### config.mk
export PLATFORM = sky130hd
export DESIGN_NAME = pat_lru_scan
export DESIGN_NICKNAME = d
export VERILOG_FILES = /design/src/pat_pkg.sv /design/src/pat_lru_scan.sv
export SDC_FILE = /design/constraint.sdc
export NUM_CORES = 1
export LEC_CHECK = 0
export ABC_AREA = 1
export BUFFER_PORTS_ARGS = -buffer_cell sky130_fd_sc_hd__buf_2
export CORE_MARGIN = 2
export CORE_UTILIZATION = 51
export CTS_CLUSTER_DIAMETER = 200
export CTS_CLUSTER_SIZE = 8
export DETAILED_ROUTE_END_ITERATION = 12
export HOLD_SLACK_MARGIN = 0.1
export PLACE_DENSITY = 0.79
export SYNTH_ARGS = -nofsm -noshare
export SYNTH_HDL_FRONTEND = slang
export SYNTH_SLANG_ARGS = --single-unit
export TNS_END_PERCENT = 5
### constraint.sdc
create_clock -name clk -period 3.58 [get_ports clk]
set_clock_uncertainty 0.05 [all_clocks]
set_input_delay 0.716 -clock clk [delete_from_list [all_inputs] [get_ports clk]]
set_output_delay 0.716 -clock clk [all_outputs]
set_load 0.01 [all_outputs]
### src/pat_pkg.sv
// Shared types, constants and helpers of the paged address translator.
`default_nettype none
package pat_pkg;

	localparam int NUM_FRAMES_DEF        = 16;
	localparam int PAGES_PER_PROCESS_DEF = 1024;
	localparam int NUM_PROCESSES_DEF     = 4;
	localparam int PAGE_OFFSET_BITS_DEF  = 12;

	localparam int LA_W    = 22;
	localparam int PA_W    = 16;
	localparam int PID_W   = 3;
	localparam int CFG_W   = 5;
	localparam int STAMP_W = 32;
	localparam int CNT_W   = 32;

	localparam logic [CFG_W-1:0] FRAMES_RESET = 5'd16;

	typedef logic [1:0] status_t;
	localparam status_t STATUS_OK       = 2'd0;
	localparam status_t STATUS_UNKNOWN  = 2'd1;
	localparam status_t STATUS_NOVICTIM = 2'd2;

	typedef enum logic [3:0] {
		ST_CLEAR,
		ST_IDLE,
		ST_MOD,
		ST_LOOKUP,
		ST_CHECK,
		ST_SCAN,
		ST_EVICT,
		ST_FILL,
		ST_RESP
	} state_t;

	typedef struct packed {
		logic start;
		logic en;
	} scan_ctl_t;

	// Frame number shifted above the page offset, keeping the low output bits.
	function automatic logic [PA_W-1:0] phys_addr(input logic [31:0] frame,
		input logic [31:0] offset, input int unsigned offset_bits);
		logic [31:0] t;
		t = (frame << offset_bits) | offset;
		return t[PA_W-1:0];
	endfunction

endpackage
`default_nettype wire

### src/pat_lru_scan.sv
// Stamp comparator that tracks the oldest valid page during a scan.
`default_nettype none
module pat_lru_scan
	import pat_pkg::*;
#(
	parameter int PAGE_W  = 10,
	parameter int FRAME_W = 4
) (
	input  wire logic               clk,
	input  wire logic               arst_n,
	input  wire scan_ctl_t          ctl,
	input  wire logic               ent_valid,
	input  wire logic [FRAME_W-1:0] ent_frame,
	input  wire logic [STAMP_W-1:0] ent_stamp,
	input  wire logic [PAGE_W-1:0]  ent_page,
	output logic                    found,
	output logic [PAGE_W-1:0]       best_page,
	output logic [FRAME_W-1:0]      best_frame
);

	logic [STAMP_W-1:0] oldest_q;
	logic               take;

	// Strict less-than keeps the first page on a tie.
	assign take = ctl.en && ent_valid && (!found || (ent_stamp < oldest_q));

	always_ff @(posedge clk or negedge arst_n) begin
		if (!arst_n) begin
			found <= 1'b0;
		end else if (ctl.start) begin
			found <= 1'b0;
		end else if (take) begin
			found <= 1'b1;
		end
	end

	always_ff @(posedge clk) begin
		if (take) begin
			oldest_q   <= ent_stamp;
			best_page  <= ent_page;
			best_frame <= ent_frame;
		end
	end

endmodule
`default_nettype wire

==> results by group, run 1 <==
Floorplan
  • Die W: 70.5 µm
  • Core area: 4290 µm²
  • Chip height: 70.5 µm
  • IO Pins: 66
  • Starting density of the core: 52.5%
  • Die area: 4970 µm²
  • FP Rows: 24

Power and ir drop
  • P per Cell Area: 391 nW/µm²
  • Flop pwr share: 59.3%
  • Comb power frac: 12.4%
  • NetSw: 0.249 mW
  • Sw frac: 23.1%
  • Leakage: 1.34 nW
  • Internal: 0.829 mW
  • Worst vdd ir: 0.262 mV
  • Clock power share: 28.3%

Detailed routing
  • DR WL/cell: 11.7 µm
  • Total vias in the final route: 1452
  • Final WL: 3630 µm
  • Starting DRC count in detailed routing: 93
  • Vias per inst: 4.67
  • Antenna-violating nets left: 0
  • DRC: 0
  • TritonRoute pass-1 iters: 4

Clock tree
  • H-tree depth: 2
  • # Post-CTS Setup Buffers: 0
  • CTS tree: done
  • Root Buffer: clkbuf_8
  • Cts bufs inserted: 5
  • Reg clk slew, reported paths: 0.08 ns
  • Clock Latency Late Sink: 0.29 ns
  • CTS sink cnt: 47
  • # resized after CTS: 0
  • Clock Tree Buf Depth: 2
  • Post-CTS Hold Buffers: 0

Global route
  • All-layer global routing usage: 15.9%
  • Vias in the first global route: 1436
  • GRT overflow: 0
  • Initial antenna violation count: 0
  • Largest net degree at the start of global routing: 31
  • First-pass GRT wire length: 6090 µm

Logic synthesis
  • Syn nets: 266
  • Mapped Cells: 184
  • Syn_area_per_cell: 12.2 µm²
  • FF+latch count, synth: 47
  • Post-synthesis cell area: 2250 µm²
  • Synth warn: 0
  • Seq/Total Area, Yosys: 62.4%
  • Yosys cell types: 15

Timing
  • Fmax: 432 MHz
  • RSZ-0062 raised after global routing: false
  • Period Utilization, post-route: 64.6%
  • Relative slew slack: 75.7%
  • Finish-stage setup viols: 0
  • Worst Tran Pin Value: 0.364 ns
  • Final slew viol count: 0
  • Final hold vios: 0
  • Hold WS: 0.134 ns
  • Post-layout min period: 2.31 ns
  • Post-Route Setup TNS: 0 ns

Finish
  • Area of the multi-input gates: 704 µm²
  • Filler Cell Count: 344
  • Reg area: 1410 µm²
  • Diode count: 0
  • Finished Core Util: 64.2%
  • Layout cells sized above 1: 30.9%
  • Area delta synth->final: 22.3%
  • Final-stage net count: 340

Worst setup path
  • Reg2reg setup slack: 1.44 ns
  • Crit end category: flip-flop
  • Crit path arrival time: 2.22 ns
  • Worst Path Max Fanout: 30
  • Worst R2R Path Depth: 12
  • Worst reg2reg endpoint: oldest_q[16]$_DFFE_PP_
  • Critical path class: input port to flip-flop
  • Req. time, crit path: 3.49 ns
  • Worst R2R Start: oldest_q[5]$_DFFE_PP_
  • CP Launch Type: input port

Run status
  • Status: finished, final reports clean

Placement
  • RePlAce Congestion: 0.752
  • Post-DP HPWL: 2960 µm
  • IO buf count: 65

Worst hold path
  • HP Class: input port to async pin

Run
  • Max-Cap Viols: 0
cell type report:
class | instances | share of cell area [%]
Timing Repair Buffer | 67 | 12.4
Inverter | 40 | 5.45
Clock buffer | 5 | 2.50
Clock inverter | 3 | 0.727
Tap cell | 52 | 2.36
Multi-Input combinational cell | 97 | 25.6
Sequential cell | 47 | 51.0
power groups by stage:
| stage | registers (mW) | logic, mW | clock network, mW |
|---|---|---|---|
| 6_report | 0.639 | 0.134 | 0.305 |
| 3_3_place_gp | 0.652 | 0.130 | 0 |
| 2_1_floorplan | 0.657 | 0.0694 | 0 |
| 4_1_cts | 0.640 | 0.136 | 0.315 |
| 3_5_place_dp | 0.652 | 0.136 | 0 |
| 5_1_grt | 0.642 | 0.155 | 0.333 |
registers in the layout (all words and copies together) (netlist names):
register / count
oldest_q: 32
best_page: 10
found: 1
best_frame: 4
cell usage after synthesis:
master	number	area share (%)
a21oi_1	12	2.7
o21ai_0	3	0.67
nor3_1	1	0.22
o21a_1	1	0.33
dfrtp_1	1	1.1
ha_1	31	17
nand3_1	2	0.44
nor2_1	8	1.3
nor3_2	1	0.44
o21ai_1	1	0.22
nand4_1	1	0.28
edfxtp_1	46	61
nand2_1	31	5.2
a21oi_2	5	1.9
inv_1	40	6.7
metal layers:
| metal | routed length (µm) | share of wire [%] | global-route usage [%] |
|---|---|---|---|
| met3 | 156 | 4.3 | 3.61 |
| met5 | 0 | 0 | 0 |
| met4 | 53 | 1.5 | 6.84 |
| met2 | 1830 | 50 | 27.0 |
| met1 | 1590 | 44 | 19.3 |
per-stage QoR:
stage | power (mW) | cell area, µm² | cells | setup slack [ns]
finish | 1.08 | 2760 | 311 | 1.27
global route | 1.13 | 2760 | 311 | 1.08
CTS | 1.09 | 2760 | 311 | 1.25
detailed placement | 0.788 | 2670 | 303 | 0.940
global placement | 0.782 | 2670 | 303 | 0.952
floorplan | 0.726 | 2250 | 184 | 0.242
worst max-delay path: stages:
cell,delay [ns]
buf_2,0.10
ha_1,0.31
a21oi_2,0.13
nor2_1,0.06
nor3_2,0.09
nand2_1,0.08
nand2_1,0.05
nand2_1,0.06
nand2_1,0.06
nand2_1,0.08
a21oi_4,0.13
buf_4,0.35
logic make-up (layout without fill, tap and decap cells):
group | after synthesis | after routing | synth area share (%)
fa+ha+maj | 31 | 31 | 17.2
flops | 47 | 47 | 62.4
compound gates | 22 | 22 | 5.83
buf+inv | 40 | 115 | 6.66
simple gates | 44 | 44 | 7.88
cell usage in the layout, fill, tap and decap left out:
| master | count |
|---|---|
| a21oi_1 | 12 |
| a21oi_2 | 4 |
| a21oi_4 | 1 |
| buf_2 | 65 |
| buf_4 | 2 |
| clkbuf_8 | 5 |
| clkinv_1 | 1 |
| clkinv_4 | 1 |
| clkinvlp_4 | 1 |
| dfrtp_1 | 1 |
| edfxtp_1 | 46 |
| ha_1 | 31 |
| inv_1 | 40 |
| nand2_1 | 31 |
| nand3_1 | 2 |
| nand4_1 | 1 |
| nor2_1 | 8 |
| nor3_1 | 1 |
| nor3_2 | 1 |
| o21a_1 | 1 |
| o21ai_0 | 3 |
| o21ai_1 | 1 |
worst max path at each step:
stage               slack (ns)  cells past startpoint                       to           from
finish                    1.27                     12   oldest_q[16]$_DFFE_PP_   ent_stamp[5]
global route              1.08                     10   oldest_q[21]$_DFFE_PP_  ent_stamp[15]
CTS                       1.25                     12   oldest_q[18]$_DFFE_PP_   ent_stamp[5]
detailed placement        0.94                     12   best_page[1]$_DFFE_PP_   ent_stamp[5]
global placement          0.95                     10   best_page[1]$_DFFE_PP_  ent_stamp[11]
floorplan                 0.24                     10  best_frame[0]$_DFFE_PP_   ent_stamp[5]
Note: power is estimated with default switching activity, not from simulation.
==> run 2, diff against run 1 <==
clock period = 2.4 ns   (was 3.58 ns; I/O delays follow)
==> run 2 against run 1 <==
Net effect:
- wire length is 13% higher
- first-iteration DRC count is 25% lower
- design area is 10% higher
- cell count is 0.32% higher
- non-clock buffer count is 1 higher
- via count is 5.0% higher
- worst setup slack worse by 1.0 ns
- critical endpoint unchanged
==> results by group, run 2 (synthesis gave the netlist of run 1 again) <==
Run status
  • Status: finished, final reports clean

Timing
  • Period Utilization, post-route: 88.9%
  • Fmax: 469 MHz
  • Worst Tran Pin Value: 0.191 ns (-0.173 ns)
  • Post-layout min period: 2.13 ns
  • Final slew viol count: 0 (unchanged)
  • Final Worst Setup Slack: 0.266 ns (-1.00 ns)
  • Finish-stage setup viols: 0 (unchanged)
  • RSZ-0062 raised after global routing: false
  • Relative slew slack: 87.3% (+12 points)
  • Final hold vios: 0 (unchanged)

Power and ir drop
  • Sw frac: 21.4% (-1.8 points)
  • Clock power share: 36.1% (+7.8 points)
  • Leakage: 1.37 nW (+2.4%)
  • NetSw: 0.400 mW (+60%)
  • Flop pwr share: 51.0% (-8.3 points)
  • P per Cell Area: 616 nW/µm² (+57%)
  • Internal: 1.47 mW (+78%)
  • Overall power: 1.87 mW (+74%)
  • Worst vdd ir: 0.427 mV (+63%)
  • Comb power frac: 12.9% (+0.5 points)

Clock tree
  • H-tree depth: 2 (unchanged)
  • Clock Latency Late Sink: 0.29 ns (about the same)
  • Clock Tree Buf Depth: 2 (unchanged)
  • # Post-CTS Setup Buffers: 0 (unchanged)
  • CTS tree: done
  • Post-CTS Hold Buffers: 1 (+1)
  • Cts bufs inserted: 5 (unchanged)
  • Reg clk slew, reported paths: 0.09 ns (about the same)
  • # resized after CTS: 0 (unchanged)
  • CTS sink cnt: 47 (unchanged)
  • Root Buffer: clkbuf_8

Global route
  • Vias in the first global route: 1609 (+12%)
  • Initial antenna violation count: 0 (unchanged)
  • First-pass GRT wire length: 6970 µm (+15%)
  • All-layer global routing usage: 18.1% (+2.2 points)
  • Largest net degree at the start of global routing: 33 (+6.5%)
  • GRT overflow: 0 (unchanged)

Finish
  • Finished Core Util: 70.8% (+6.6 points)
  • Most common cell after layout, fill and taps aside: buf_2
  • Commonest cells after routing, fill and taps aside: buf_2, edfxtp_1, inv_1
  • Diode count: 0 (unchanged)
  • Final-stage net count: 341 (+0.29%)
  • Area delta synth->final: 34.9%
  • Regs by FF count: oldest_q: 32 flops, best_page: 10 flops, best_frame: 4 flops
  • Final instance area: 3040 µm² (+10%)
  • Layout cells sized above 1: 38.8% (+8.0 points)
  • Max FFs per register: 32 (unchanged)
  • Biggest register: oldest_q

Placement
  • Place WS: 0.145 ns (-0.795 ns)
  • RePlAce Congestion: 0.748 (-0.53%)
  • DP Area: 2890 µm² (+8.5%)
  • Post-DP HPWL: 3180 µm (+7.6%)
  • IO buf count: 65 (unchanged)

Worst setup path
  • Worst Path Max Fanout: 14 (-53%)
  • Critical path class: flip-flop to flip-flop
  • Crit path arrival time: 2.07 ns (-0.15 ns)
  • Crit end category: flip-flop
  • Req. time, crit path: 2.34 ns (-1.15 ns)
  • Worst R2R Start: oldest_q[21]$_DFFE_PP_
  • Worst setup path start: oldest_q[21]$_DFFE_PP_
  • CP Launch Type: flip-flop

Floorplan
  • Starting density of the core: 52.5% (unchanged)
  • Core area: 4290 µm² (unchanged)
  • Die W: 70.5 µm (unchanged)
  • Die area: 4970 µm² (unchanged)
  • Chip height: 70.5 µm (unchanged)
  • IO Pins: 66 (unchanged)
  • FP Rows: 24 (unchanged)

Worst hold path
  • HP Class: input port to flip-flop
  • Hold_sp: ctl[1]

Run
  • Max-Cap Viols: 0 (unchanged)

Detailed routing
  • Final WL: 4090 µm (+13%)
  • DR WL/cell: 13.1 µm (+12%)
  • DRC: 0 (unchanged)
  • Antenna-violating nets left: 0 (unchanged)
  • Total vias in the final route: 1524 (+5.0%)
  • TritonRoute pass-1 iters: 5 (+1)
  • Vias per inst: 4.88 (+4.6%)
  • Starting DRC count in detailed routing: 70 (-25%)
-- run 2: layer usage --
metal	up-vias	part of all wire, %	wire (µm)	track usage [%]
li1	769	-	-	-
met1	704	43	1770	23.3
met2	45	50	2040	30.0
met3	6	5.2	211	5.34
met4	0	1.6	65	4.70
met5	-	0	0	0
-- run 2: area by class of cell --
cell class | instances | area, µm²
clock buffer | 5 | 68.8
clock inverter | 3 | 67.6
fill | 293 | 1250
inverter | 40 | 150
multi-input combinational | 97 | 918
sequential | 47 | 1410
tap | 52 | 65.1
timing repair buffer | 68 | 363
-- run 2: worst max-delay path: stages, from the launching register on --
cell and delay (ns):
edfxtp_1 0.37, inv_1 0.11, ha_4 0.22, a21oi_2 0.13, nor2_1 0.06, nor2_1 0.10
nand3_1 0.10, a21oi_2 0.16, nand2_2 0.08, a21oi_4 0.18, buf_4 0.25
-- run 2: power groups by stage --
stage	sequential [mW]	clock (mW)	combinational (mW)
final	0.955	0.676	0.241
after global routing	0.958	0.727	0.276
after CTS	0.955	0.695	0.245
after detailed placement	0.973	0	0.241
after global placement	0.972	0	0.230
after floorplan	0.979	0	0.128
-- run 2: worst paths after layout --
path | end | slack, ns | cells after the start
max | oldest_q[16]$_DFFE_PP_ | 0.27 | 10
max reg2reg | oldest_q[16]$_DFFE_PP_ | 0.27 | 10
min | found$_DFFE_PN0P_ | 0.28 | 2
max in group asynchronous | found$_DFFE_PN0P_ | 1.78 | 2
min reg2reg | found$_DFFE_PN0P_ | 0.56 | 2
min in group asynchronous | found$_DFFE_PN0P_ | 0.43 | 2
-- run 2: metrics by stage --
step,setup TNS [ns],hold slack (ns),instances
final,0,0.277,312
after detailed placement,0,0.208,303
after CTS,0,0.265,312
after floorplan,-4.43,0.134,184
after global placement,0,0.204,303
after global routing,0,0.262,312
